[config.mk]
export PLATFORM = sky130hd
export DESIGN_NAME = udp_ipv4_arp_rx_classifier
export DESIGN_NICKNAME = d
export VERILOG_FILES = /design/src/rtl/core/uiarc_pkg.sv /design/src/rtl/core/uiarc_parser.sv /design/src/rtl/core/uiarc_queue.sv /design/src/rtl/core/uiarc_emitter.sv /design/src/rtl/core/udp_ipv4_arp_rx_classifier.sv
export SDC_FILE = /design/constraint.sdc
export NUM_CORES = 2
export LEC_CHECK = 0
export BUFFER_PORTS_ARGS = -buffer_cell sky130_fd_sc_hd__buf_2
export CAP_MARGIN = 20
export CORE_UTILIZATION = 57
export DETAILED_ROUTE_END_ITERATION = 8
export PLACE_DENSITY = 0.74
export SKIP_CTS_REPAIR_TIMING = 1
export SKIP_LAST_GASP = 1
export SLEW_MARGIN = 15
export SYNTH_ARGS = -nofsm -noshare
export SYNTH_HDL_FRONTEND = slang
export SYNTH_SLANG_ARGS = --single-unit
[constraint.sdc]
create_clock -name aclk -period 18.7 [get_ports aclk]
set_input_delay 2.805 -clock aclk [delete_from_list [all_inputs] [get_ports aclk]]
set_output_delay 2.805 -clock aclk [all_outputs]
set_load 0.05 [all_outputs]
[src/rtl/core/uiarc_pkg.sv]
// shared types and constants for the udp/ipv4/arp receive classifier
// no dependencies
package uiarc_pkg;

    localparam int MaxFrameBytesDefault = 2048;

    localparam logic [15:0] ETYPE_IPV4  = 16'h0800;
    localparam logic [15:0] ETYPE_ARP   = 16'h0806;
    localparam logic [15:0] FRAG_MASK   = 16'h3FFF;
    localparam logic [7:0]  IHL_MASK    = 8'h0F;
    localparam logic [15:0] WORD_MASK   = 16'hFFFF;
    localparam logic [7:0]  PROTO_UDP   = 8'd17;
    localparam logic [47:0] BCAST_MAC   = 48'hFFFF_FFFF_FFFF;
    localparam logic [31:0] IP_ALL_ONES = 32'hFFFF_FFFF;

    localparam logic [2:0] CFG_OWN_MAC    = 3'd0;
    localparam logic [2:0] CFG_OWN_IP     = 3'd1;
    localparam logic [2:0] CFG_OWN_PORT   = 3'd2;
    localparam logic [2:0] CFG_RX_BUF     = 3'd3;
    localparam logic [2:0] CFG_VERIFY_SUM = 3'd4;

    localparam logic [1:0] VERDICT_DROP = 2'd0;
    localparam logic [1:0] VERDICT_UDP  = 2'd1;
    localparam logic [1:0] VERDICT_ARP  = 2'd2;

    localparam logic KIND_PAYLOAD = 1'b0;
    localparam logic KIND_VERDICT = 1'b1;

    typedef struct packed {
        logic [7:0] rx_byte;
        logic       frame_end;
    } in_item_t;

    typedef struct packed {
        logic        out_kind;
        logic [7:0]  payload_byte;
        logic [1:0]  verdict;
        logic [10:0] payload_length;
        logic [31:0] source_ip;
        logic [15:0] source_port;
        logic [47:0] sender_mac;
        logic [47:0] learned_peer_mac;
        logic        peer_known;
        logic        result_last;
    } out_item_t;

    // one queue entry: everything a single byte produces
    typedef struct packed {
        logic        emit;
        logic [7:0]  pbyte;
        logic        fin;
        logic [1:0]  verdict;
        logic [10:0] plen;
        logic [31:0] sip;
        logic [15:0] sport;
        logic [47:0] smac;
        logic [47:0] prev_peer_addr;
        logic        prev_peer_known;
        logic [47:0] peer_addr;
        logic        peer_known;
    } cls_t;

endpackage

[src/rtl/core/uiarc_parser.sv]
// front part: parses one frame byte a cycle while take is high and classifies it
// depends on uiarc_pkg
module uiarc_parser #(
    parameter int MAX_FRAME_BYTES = uiarc_pkg::MaxFrameBytesDefault
) (
    input  logic               aclk,
    input  logic               aresetn,
    input  logic               take,
    input  uiarc_pkg::in_item_t item,
    input  logic [47:0]        own_mac,
    input  logic [31:0]        own_ip,
    input  logic [15:0]        own_udp_port,
    input  logic [10:0]        rx_buffer_size,
    input  logic               verify_ip_checksum,
    output uiarc_pkg::cls_t    cls
);
    import uiarc_pkg::*;

    localparam int IW = $clog2(MAX_FRAME_BYTES + 1);

    logic [IW-1:0] idx_reg, idx_next;
    logic [47:0] dmac_reg, dmac_next, smac_reg, smac_next;
    logic [15:0] etype_reg, etype_next;
    logic [3:0]  ihl_reg, ihl_next;
    logic [15:0] tlen_reg, tlen_next;
    logic [31:0] ipsrc_reg, ipsrc_next, ipdst_reg, ipdst_next;
    logic [16:0] sum_reg, sum_next;
    logic [47:0] udp_reg, udp_next;
    logic [47:0] arp0_reg, arp0_next;
    logic [63:0] arp1_reg, arp1_next;
    logic        drop_reg, drop_next;
    logic [47:0] peer_reg, peer_next;
    logic        pvalid_reg, pvalid_next;

    logic [7:0]  b;
    logic [IW-1:0] p;
    logic        in_range;
    logic [IW:0] len;
    logic [IW-1:0] a, i;
    logic [5:0]  hdr;
    logic [IW-1:0] u;
    logic [16:0] sum_add;
    logic [15:0] ulen, ulen_new;
    logic [16:0] tot_minus_hdr;
    logic        emit;
    logic [7:0]  arp_exp;

    always_comb begin
        b = item.rx_byte;
        p = idx_reg;
        in_range = (idx_reg < IW'(MAX_FRAME_BYTES));
        idx_next = idx_reg; dmac_next = dmac_reg; smac_next = smac_reg;
        etype_next = etype_reg; ihl_next = ihl_reg; tlen_next = tlen_reg;
        ipsrc_next = ipsrc_reg; ipdst_next = ipdst_reg; sum_next = sum_reg;
        udp_next = udp_reg; arp0_next = arp0_reg; arp1_next = arp1_reg;
        drop_next = drop_reg; peer_next = peer_reg; pvalid_next = pvalid_reg;
        emit = 1'b0;
        len = '0;
        a = p - IW'(14);
        i = a;
        hdr = {ihl_reg, 2'b00};
        u = '0;
        sum_add = '0;
        ulen = udp_reg[15:0];
        ulen_new = '0;
        tot_minus_hdr = '0;
        arp_exp = 8'h00;
        case (a[2:0])
            3'd1: arp_exp = 8'h01;
            3'd2: arp_exp = 8'h08;
            3'd4: arp_exp = 8'h06;
            3'd5: arp_exp = 8'h04;
            3'd7: arp_exp = 8'h01;
            default: arp_exp = 8'h00;
        endcase
        cls = '0;

        if (!in_range) begin
            drop_next = 1'b1;
        end else begin
            idx_next = idx_reg + 1'b1;
            len = {1'b0, p} + 1'b1;
            if (p < IW'(6)) begin
                dmac_next = {dmac_reg[39:0], b};
            end else if (p < IW'(12)) begin
                smac_next = {smac_reg[39:0], b};
            end else if (p < IW'(14)) begin
                etype_next = {etype_reg[7:0], b};
                if (p == IW'(13)) begin
                    if (etype_next == ETYPE_IPV4) begin
                        if (dmac_reg != own_mac && dmac_reg != BCAST_MAC) drop_next = 1'b1;
                    end else if (etype_next != ETYPE_ARP) begin
                        drop_next = 1'b1;
                    end
                end
            end else if (!drop_reg) begin
                if (etype_reg == ETYPE_ARP) begin
                    if (a < IW'(8)) begin
                        if (b != arp_exp) drop_next = 1'b1;
                    end else if (a < IW'(14)) begin
                        arp0_next = {arp0_reg[39:0], b};
                    end else if (a < IW'(18) || (a >= IW'(24) && a < IW'(28))) begin
                        arp1_next = {arp1_reg[55:0], b};
                    end
                end else begin
                    if (i == '0) begin
                        hdr = {b[3:0], 2'b00};
                        if (b[7:4] != 4'd4 || b[3:0] < 4'd5) begin
                            drop_next = 1'b1;
                        end else begin
                            ihl_next = b[3:0] & IHL_MASK[3:0];
                        end
                    end
                    if (!(i == '0 && (b[7:4] != 4'd4 || b[3:0] < 4'd5))) begin
                        if (i < IW'(hdr)) begin
                            sum_add = {1'b0, sum_reg[15:0]}
                                + (i[0] ? {9'd0, b} : {1'b0, b, 8'd0});
                            sum_next = sum_add[16] ? {1'b0, sum_add[15:0] + 16'd1} : sum_add;
                            if (i == IW'(2) || i == IW'(3)) tlen_next = {tlen_reg[7:0], b};
                            if (i == IW'(3) && tlen_next < 16'(hdr) + 16'd8)
                                drop_next = 1'b1;
                            if (i == IW'(6) && (b & FRAG_MASK[15:8]) != 8'd0) drop_next = 1'b1;
                            if (i == IW'(7) && (b & FRAG_MASK[7:0]) != 8'd0) drop_next = 1'b1;
                            if (i == IW'(9) && b != PROTO_UDP) drop_next = 1'b1;
                            if (i >= IW'(12) && i < IW'(16)) ipsrc_next = {ipsrc_reg[23:0], b};
                            if (i >= IW'(16) && i < IW'(20)) ipdst_next = {ipdst_reg[23:0], b};
                            if (i == IW'(19) && ipdst_next != own_ip
                                && ipdst_next != IP_ALL_ONES)
                                drop_next = 1'b1;
                            if (i + 1'b1 == IW'(hdr) && verify_ip_checksum
                                && sum_next[15:0] != WORD_MASK)
                                drop_next = 1'b1;
                        end else begin
                            u = i - IW'(hdr);
                            if (u < IW'(6)) begin
                                udp_next = {udp_reg[39:0], b};
                                ulen_new = udp_next[15:0];
                                if (u == IW'(3) && ulen_new != own_udp_port) drop_next = 1'b1;
                                if (u == IW'(5)) begin
                                    tot_minus_hdr = {1'b0, tlen_reg} - 17'(hdr);
                                    if (ulen_new < 16'd8
                                        || (tot_minus_hdr[16] == 1'b0
                                            && {1'b0, ulen_new} > tot_minus_hdr)
                                        || (ulen_new - 16'd8) > {5'd0, rx_buffer_size})
                                        drop_next = 1'b1;
                                end
                            end else begin
                                emit = u >= IW'(8) && 32'(u) < 32'(ulen);
                            end
                        end
                    end
                end
            end
        end

        cls.emit = emit;
        cls.pbyte = b;
        cls.fin = item.frame_end;
        if (item.frame_end) begin
            if (!drop_next && len >= (IW+1)'(14)) begin
                if (etype_next == ETYPE_ARP) begin
                    if (len >= (IW+1)'(42) && arp1_next[31:0] == own_ip) begin
                        cls.verdict = VERDICT_ARP;
                        cls.sip = arp1_next[63:32];
                        cls.smac = arp0_next;
                    end
                end else if (etype_next == ETYPE_IPV4) begin
                    if (len >= (IW+1)'(34)
                        && 17'(tlen_next) + 17'd14 <= 17'(len)) begin
                        cls.verdict = VERDICT_UDP;
                        cls.plen = 11'(udp_next[15:0] - 16'd8);
                        cls.sip = ipsrc_next;
                        cls.sport = udp_next[47:32];
                        if (dmac_next != BCAST_MAC) begin
                            peer_next = smac_next;
                            pvalid_next = 1'b1;
                        end
                    end
                end
            end
        end
        // a payload beat shows the peer as it was before this byte's verdict
        cls.prev_peer_addr = peer_reg;
        cls.prev_peer_known = pvalid_reg;
        cls.peer_addr = peer_next;
        cls.peer_known = pvalid_next;
    end

    always_ff @(posedge aclk) begin
        if (!aresetn || (take && item.frame_end)) begin
            idx_reg <= '0; dmac_reg <= '0; smac_reg <= '0; etype_reg <= '0;
            ihl_reg <= '0; tlen_reg <= '0; ipsrc_reg <= '0; ipdst_reg <= '0;
            sum_reg <= '0; udp_reg <= '0; arp0_reg <= '0; arp1_reg <= '0;
            drop_reg <= 1'b0;
        end else if (take) begin
            idx_reg <= idx_next; dmac_reg <= dmac_next; smac_reg <= smac_next;
            etype_reg <= etype_next; ihl_reg <= ihl_next; tlen_reg <= tlen_next;
            ipsrc_reg <= ipsrc_next; ipdst_reg <= ipdst_next; sum_reg <= sum_next;
            udp_reg <= udp_next; arp0_reg <= arp0_next; arp1_reg <= arp1_next;
            drop_reg <= drop_next;
        end
        if (!aresetn) begin
            peer_reg <= '0;
            pvalid_reg <= 1'b0;
        end else if (take) begin
            peer_reg <= peer_next;
            pvalid_reg <= pvalid_next;
        end
    end

endmodule

[src/rtl/core/uiarc_queue.sv]
// short fifo between the parser and the result sequencer
// depends on uiarc_pkg
module uiarc_queue #(
    parameter int DEPTH = 4
) (
    input  logic            aclk,
    input  logic            aresetn,
    input  logic            wr_en,
    input  uiarc_pkg::cls_t wr_data,
    output logic            full,
    input  logic            rd_en,
    output uiarc_pkg::cls_t rd_data,
    output logic            empty
);
    import uiarc_pkg::*;

    localparam int AW = $clog2(DEPTH);

    cls_t mem [DEPTH];
    logic [AW-1:0] wp_reg, rp_reg;
    logic [AW:0]   cnt_reg;

    assign full = cnt_reg == (AW+1)'(DEPTH);
    assign empty = cnt_reg == '0;
    assign rd_data = mem[rp_reg];

    always_ff @(posedge aclk) begin
        if (wr_en) mem[wp_reg] <= wr_data;
    end

    always_ff @(posedge aclk) begin
        if (!aresetn) begin
            wp_reg <= '0;
            rp_reg <= '0;
            cnt_reg <= '0;
        end else begin
            if (wr_en) wp_reg <= wp_reg + 1'b1;
            if (rd_en) rp_reg <= rp_reg + 1'b1;
            cnt_reg <= cnt_reg + (AW+1)'(wr_en) - (AW+1)'(rd_en);
        end
    end

endmodule

[src/rtl/core/uiarc_emitter.sv]
// back part: turns one queue entry into its payload beat, its verdict beat or both, or pops it with no beat
// depends on uiarc_pkg
module uiarc_emitter (
    input  logic                aclk,
    input  logic                aresetn,
    input  logic                q_empty,
    input  uiarc_pkg::cls_t     q_data,
    output logic                q_pop,
    output logic                m_valid,
    input  logic                m_ready,
    output uiarc_pkg::out_item_t m_data
);
    import uiarc_pkg::*;

    logic      sent_payload_reg;
    out_item_t beat;
    logic      has_any;
    logic      on_payload;

    always_comb begin
        has_any = q_data.emit || q_data.fin;
        on_payload = q_data.emit && !sent_payload_reg;
        beat = '0;
        if (on_payload) begin
            beat.out_kind = KIND_PAYLOAD;
            beat.payload_byte = q_data.pbyte;
            beat.learned_peer_mac = q_data.prev_peer_addr;
            beat.peer_known = q_data.prev_peer_known;
            beat.result_last = !q_data.fin;
        end else begin
            beat.out_kind = KIND_VERDICT;
            beat.verdict = q_data.verdict;
            beat.payload_length = q_data.plen;
            beat.source_ip = q_data.sip;
            beat.source_port = q_data.sport;
            beat.sender_mac = q_data.smac;
            beat.learned_peer_mac = q_data.peer_addr;
            beat.peer_known = q_data.peer_known;
            beat.result_last = 1'b1;
        end
        m_valid = !q_empty && has_any;
        m_data = beat;
        q_pop = !q_empty && (!has_any || (m_ready && beat.result_last));
    end

    always_ff @(posedge aclk) begin
        if (!aresetn) begin
            sent_payload_reg <= 1'b0;
        end else if (q_pop) begin
            sent_payload_reg <= 1'b0;
        end else if (m_valid && m_ready && on_payload) begin
            sent_payload_reg <= 1'b1;
        end
    end

endmodule

[src/rtl/core/udp_ipv4_arp_rx_classifier.sv]
// top level of the udp/ipv4/arp receive classifier
// depends on uiarc_pkg, uiarc_parser, uiarc_queue, uiarc_emitter
//
// s_ channel: one frame byte per beat, s_data.frame_end on the last byte.
// m_ channel: result beats; a udp payload byte (out_kind 0) as it arrives,
// and one verdict beat (out_kind 1) after the last byte of each frame.
// cfg_we/cfg_index/cfg_data write own mac, own ip, own port, buffer size and
// the checksum enable; write only while no frame is in flight.
// the parser takes a byte every cycle while s_ready is high and classifies it
// in the same cycle; its result goes into a four-entry queue read by the result
// sequencer, and results reach the m_ side from the queue head.
// throughput: one byte per cycle while s_ready is high; a byte that ends a
// frame and also carries payload needs two output beats, which the queue absorbs.
// a stalled m_ side fills the queue, then s_ready drops.
// reset (aresetn low, synchronous) clears frame state, the learned peer and
// the queue; configuration goes back to its reset values.
module udp_ipv4_arp_rx_classifier #(
    parameter int MAX_FRAME_BYTES = uiarc_pkg::MaxFrameBytesDefault
) (
    input  logic                 aclk,
    input  logic                 aresetn,
    input  logic                 s_valid,
    output logic                 s_ready,
    input  uiarc_pkg::in_item_t  s_data,
    output logic                 m_valid,
    input  logic                 m_ready,
    output uiarc_pkg::out_item_t m_data,
    input  logic                 cfg_we,
    input  logic [2:0]           cfg_index,
    input  logic [47:0]          cfg_data
);
    import uiarc_pkg::*;

    logic [47:0] own_mac_reg;
    logic [31:0] own_ip_reg;
    logic [15:0] own_port_reg;
    logic [10:0] rx_buf_reg;
    logic        verify_reg;

    always_ff @(posedge aclk) begin
        if (!aresetn) begin
            own_mac_reg <= '0;
            own_ip_reg <= '0;
            own_port_reg <= '0;
            rx_buf_reg <= 11'd1472;
            verify_reg <= 1'b0;
        end else if (cfg_we) begin
            unique case (cfg_index)
                CFG_OWN_MAC:    own_mac_reg <= cfg_data;
                CFG_OWN_IP:     own_ip_reg <= cfg_data[31:0];
                CFG_OWN_PORT:   own_port_reg <= cfg_data[15:0];
                CFG_RX_BUF:     rx_buf_reg <= cfg_data[10:0];
                CFG_VERIFY_SUM: verify_reg <= cfg_data[0];
                default: ;
            endcase
        end
    end

    logic take, q_full, q_empty, q_pop;
    cls_t cls, q_data;

    assign s_ready = !q_full;
    assign take = s_valid && s_ready;

    uiarc_parser #(.MAX_FRAME_BYTES(MAX_FRAME_BYTES)) u_parser (
        .aclk, .aresetn, .take, .item(s_data),
        .own_mac(own_mac_reg), .own_ip(own_ip_reg), .own_udp_port(own_port_reg),
        .rx_buffer_size(rx_buf_reg), .verify_ip_checksum(verify_reg), .cls
    );

    uiarc_queue #(.DEPTH(4)) u_queue (
        .aclk, .aresetn, .wr_en(take), .wr_data(cls), .full(q_full),
        .rd_en(q_pop), .rd_data(q_data), .empty(q_empty)
    );

    uiarc_emitter u_emitter (
        .aclk, .aresetn, .q_empty, .q_data, .q_pop,
        .m_valid, .m_ready, .m_data
    );

    // a verdict beat always closes the result group of its byte
    assert property (@(posedge aclk) disable iff (!aresetn)
        m_valid && m_data.out_kind == KIND_VERDICT |-> m_data.result_last)
        else $error("verdict beat without result_last");

    // the queue never takes a byte while full
    assert property (@(posedge aclk) disable iff (!aresetn)
        q_full |-> !take)
        else $error("queue overrun");

    // a payload beat never carries a verdict
    assert property (@(posedge aclk) disable iff (!aresetn)
        m_valid && m_data.out_kind == KIND_PAYLOAD |-> m_data.verdict == VERDICT_DROP)
        else $error("payload beat carries verdict");

endmodule

==> results.md <==
- The endpoint class of the critical path is a flip-flop.
- The number of antenna violations at the first check in global routing came to 3.
- The clock network latency to the later pin of the worst-skew pair is 0.77 ns.
- The share of total power dissipated in the clock network is a little over a third.
- The placer's final routability congestion estimate is ~0.97.
- The pre-antenna-repair detailed-routing pass consisted of 6 iterations.
- The port buffer count is about 230.
- The area of all placed cells without fillers is slightly above 70000 µm².
- The launching element type of the critical path is a flip-flop.
- The complex-gate fraction of the synthesized area is between 7 and 8%.
- The fraction of layout instances using a drive strength above 1 is about 17%.
- The worst path required time is between 15 and 20 ns.
- The total clock sinks is 1420.
- The root buffer cell is sky130_fd_sc_hd__clkbuf_16.
- The number of core rows is roughly 120.
- Across the VDD grid, the largest voltage drop is between 90 and 100 µV.
- The die area is ~110000 µm².
- The signed area change from the synthesized netlist to the final layout is 11.1%.
- The H-tree depth is 4.
- The first global-routing pass estimated roughly 250000 µm of wire.
- The clock transition at the register clock pins on the worst setup and hold paths after CTS is 0.06 ns.
- In the synthesized netlist the async set-or-reset flop fraction comes to 0%.
- Sequential cells account for 42.7% of the total power.
- The maximum clock rate is a little under 100 MHz.
- The ratio of total power to cell area is 116 nW/µm².
- The register with the most flip-flops in the layout has about 870 of them.
- Across the run, the number of max-cap violations was 0.
- Summing the areas of all and, or, nand and nor instances in the mapped netlist gives about 13% of the synthesized area.
- In the finished design, the share of the clock period the worst path needs comes to between 50 and 60%.
- The final max-slew violation count is 0.
- The post-synthesis cell count is ~5500.
- The longest individual stage delay on the worst path is between 0.7 and 0.8 ns.
- The number of buffers inserted during clock tree synthesis is between 100 and 150.
- In the layout the commonest cells are 1109 x sky130_fd_sc_hd__nand2_1, 868 x sky130_fd_sc_hd__edfxtp_1, 550 x sky130_fd_sc_hd__dfxtp_1.
- Clock skew on the completed layout was measured at between 0.03 and 0.04 ns.
- The internal portion of total power is around 5800 µW.
- The portion of synthesized area spent on multiplexers is a little over an eighth.
- No sink is reached through more buffers than the 3 on the longest clock path.
- Summing the areas of all fa, ha and maj instances in the mapped netlist gives under 10% of the synthesized area.
- The clock period could shrink to between 10 and 15 ns.
- The reported leakage power is around 0.025 µW.
- The worst pin sits at a relative slew slack of ~10%.
- For this design, the slowest cell found on the critical path is sky130_fd_sc_hd__buf_4.
- The setup path with the least slack is of type reg -> reg.
- The main combinational cell family by area after synthesis is multiplexers.
- The number of design-rule violations left by the first detailed-router iteration is just over 4000.
- The cell family with the largest share of critical-path delay is compound AO/OA/AOI/OAI gates.
- The global-route total usage across every layer is approximately 28%.
- The library cell used most frequently in the layout, excluding fill and tap cells, is sky130_fd_sc_hd__nand2_1.
- The worst slack on hold paths is around 0.45 ns.
- Synthesis inferred roughly 1400 register bits.
- The number of filler cells placed in the layout is ~8500.
- The I/O pin total is 235.
- The core box area is 112000 µm².
- Of the synthesized area, sequential elements account for roughly 57%.
- At the pin with the least slew margin, the transition time is ~1.3 ns.
- Setup violations remaining at the end of the flow were counted as 0.
- The number of buffer and inverter instances along the worst setup path is 4.
- The number of distinct standard cells referenced by the synthesized netlist is 92.
- The final sum of negative setup slack is 0 ns.
- The number of antenna-violating nets in the routed design is 0.
- The cell that appears most often on the critical path is sky130_fd_sc_hd__ha_1.
- The area after detailed placement is 67000 µm².
- In the final layout, the multi-input gates occupy 25900 µm².
- The mean instance size in the synthesized netlist is ~12 µm².
- STA puts the critical path data arrival time at about 11 ns.
- After the last flow step, the layout net total stands at around 5800.
- Registers take about 37000 µm².
- During synthesis, Yosys emitted a total of 0 warnings.
- Setup repair after global routing left no endpoint under its margin.
- For this run, the leading register cell type out of synthesis is sky130_fd_sc_hd__edfxtp_1.
- Summing internal, switching and leakage power gives about 8400 µW.
- The die span in y is about 340 µm.
- Of all nets on the critical path, the largest fanout is between 40 and 50.
- The aggregate routed wire length is ~160000 µm.
- The number of endpoints with negative hold slack in the final report was 0.
- The average via count per standard cell is 6.10.
- The power spent charging and discharging nets is 2590 µW.
- The share of total power in combinational logic is between 20% and 30%.
- The total congestion overflow is 0.
- The synthesized netlist occupies a cell area of 64700 µm².
- Of the total synthesized cell area, the portion taken by XOR and XNOR cells is 2.92%.
- In this run the worst hold path is classified as reg -> reg.
- The width of the die is approximately 340 µm.
- The synthesized design contains slightly below 900 enable-type register cells.
- For this configuration, the core starts out at a cell density of between 50% and 60%.
- The flow ran to the end, and the final reports show no timing, DRC or antenna violations.
- The placed wire-length estimate is around 100000 µm.
- The remaining routing DRC violations is 0.
- Entering global routing, the biggest net connects between 200 and 250 pins.
- The net count after synthesis is between 5000 and 6000.
- After detailed routing, the average wire length per cell comes to approximately 23 µm.
- Net switching is between 30% and 40% of the power.
- The via count of the first global-routing pass is approximately 43000.
- The antenna cell count is 0.
- TritonCTS built the clock tree.
- The total via count in the routed design is approximately 44000.
## metal layers
layer  vias up  routed length [µm]  track usage, %
met5         -                  25               0
met4         4                4960            9.69
met3       300               11500            4.26
met2      1646               78600            45.7
met1     22000               69300            39.0
li1      20100                   -               -
## cell families (layout without fill, tap and decap cells)
| group | Yosys count | in the layout |
|---|---|---|
| simple gates | 1893 | 1893 |
| flops | 1420 | 1420 |
| compound gates | 840 | 840 |
| mux | 592 | 592 |
| buf+inv | 458 | 657 |
| xor+xnor | 213 | 213 |
| fa+ha+maj | 104 | 104 |
| other cells | 1 | 1 |
## power groups by stage
| stage | Sequential, µW | Clock, µW | Combinational [µW] |
|---|---|---|---|
| 3_3_place_gp | 3630 | 0 | 1890 |
| 6_report | 3570 | 2910 | 1890 |
| 3_5_place_dp | 3630 | 0 | 1900 |
| 4_1_cts | 3570 | 2950 | 1910 |
| 5_1_grt | 3580 | 3080 | 1980 |
| 2_1_floorplan | 3640 | 0 | 1430 |
## Yosys cell counts (all sizes together) (82+ instances only)
library cell  number  share of area, %
a21boi           112               1.3
a21oi            447               3.5
and2             172               1.7
clkbuf           310               1.8
dfxtp            552                17
edfxtp           868                40
ha                97               1.9
inv               82              0.48
mux2             155               2.7
mux2i            220               3.4
mux4             217               7.6
nand2           1111               6.4
nand3             83              0.65
nor2             184               1.1
xnor2            107               1.5
xor2             105               1.4
## final cells by class
type	count	share of cell area [%]
clock buffers	206	5.65
clock inverters	59	1.07
inverters	83	0.434
multi-input cells	3643	36.1
flip-flops and latches	1420	51.7
well taps	1500	2.61
repair buffers	309	2.48
## worst reg2reg max path: cells and delay by family (launching register included)
family / cells / cell delay, ns
fa+ha+maj: 5 / 1.96
simple gates: 8 / 1.73
compound gates: 11 / 2.36
mux: 5 / 1.68
buf+inv: 4 / 1.49
flops: 1 / 0.70
## path summary, 6_finish.rpt
path / from / slack [ns] / depth (start not counted) / endpoint
min reg2reg: u_parser.ipsrc_reg[31] / 0.45 / 2 / u_parser.ipsrc_reg[31]
max: u_parser.idx_reg[1] / 8.51 / 33 / u_queue.mem[3][29]
min: u_parser.ipsrc_reg[31] / 0.45 / 2 / u_parser.ipsrc_reg[31]
max reg2reg: u_parser.idx_reg[1] / 8.51 / 33 / u_queue.mem[3][29]
## metrics by stage
step	utilization, %	setup slack [ns]	instances
6_report	63.9	8.51	7220
5_1_grt	63.9	7.80	7220
4_1_cts	63.9	8.65	7219
3_5_place_dp	59.6	8.44	6954
3_3_place_gp	59.6	8.56	6952
2_1_floorplan	-	9.29	5521
No activity file was read; power rests on OpenSTA's default activity.
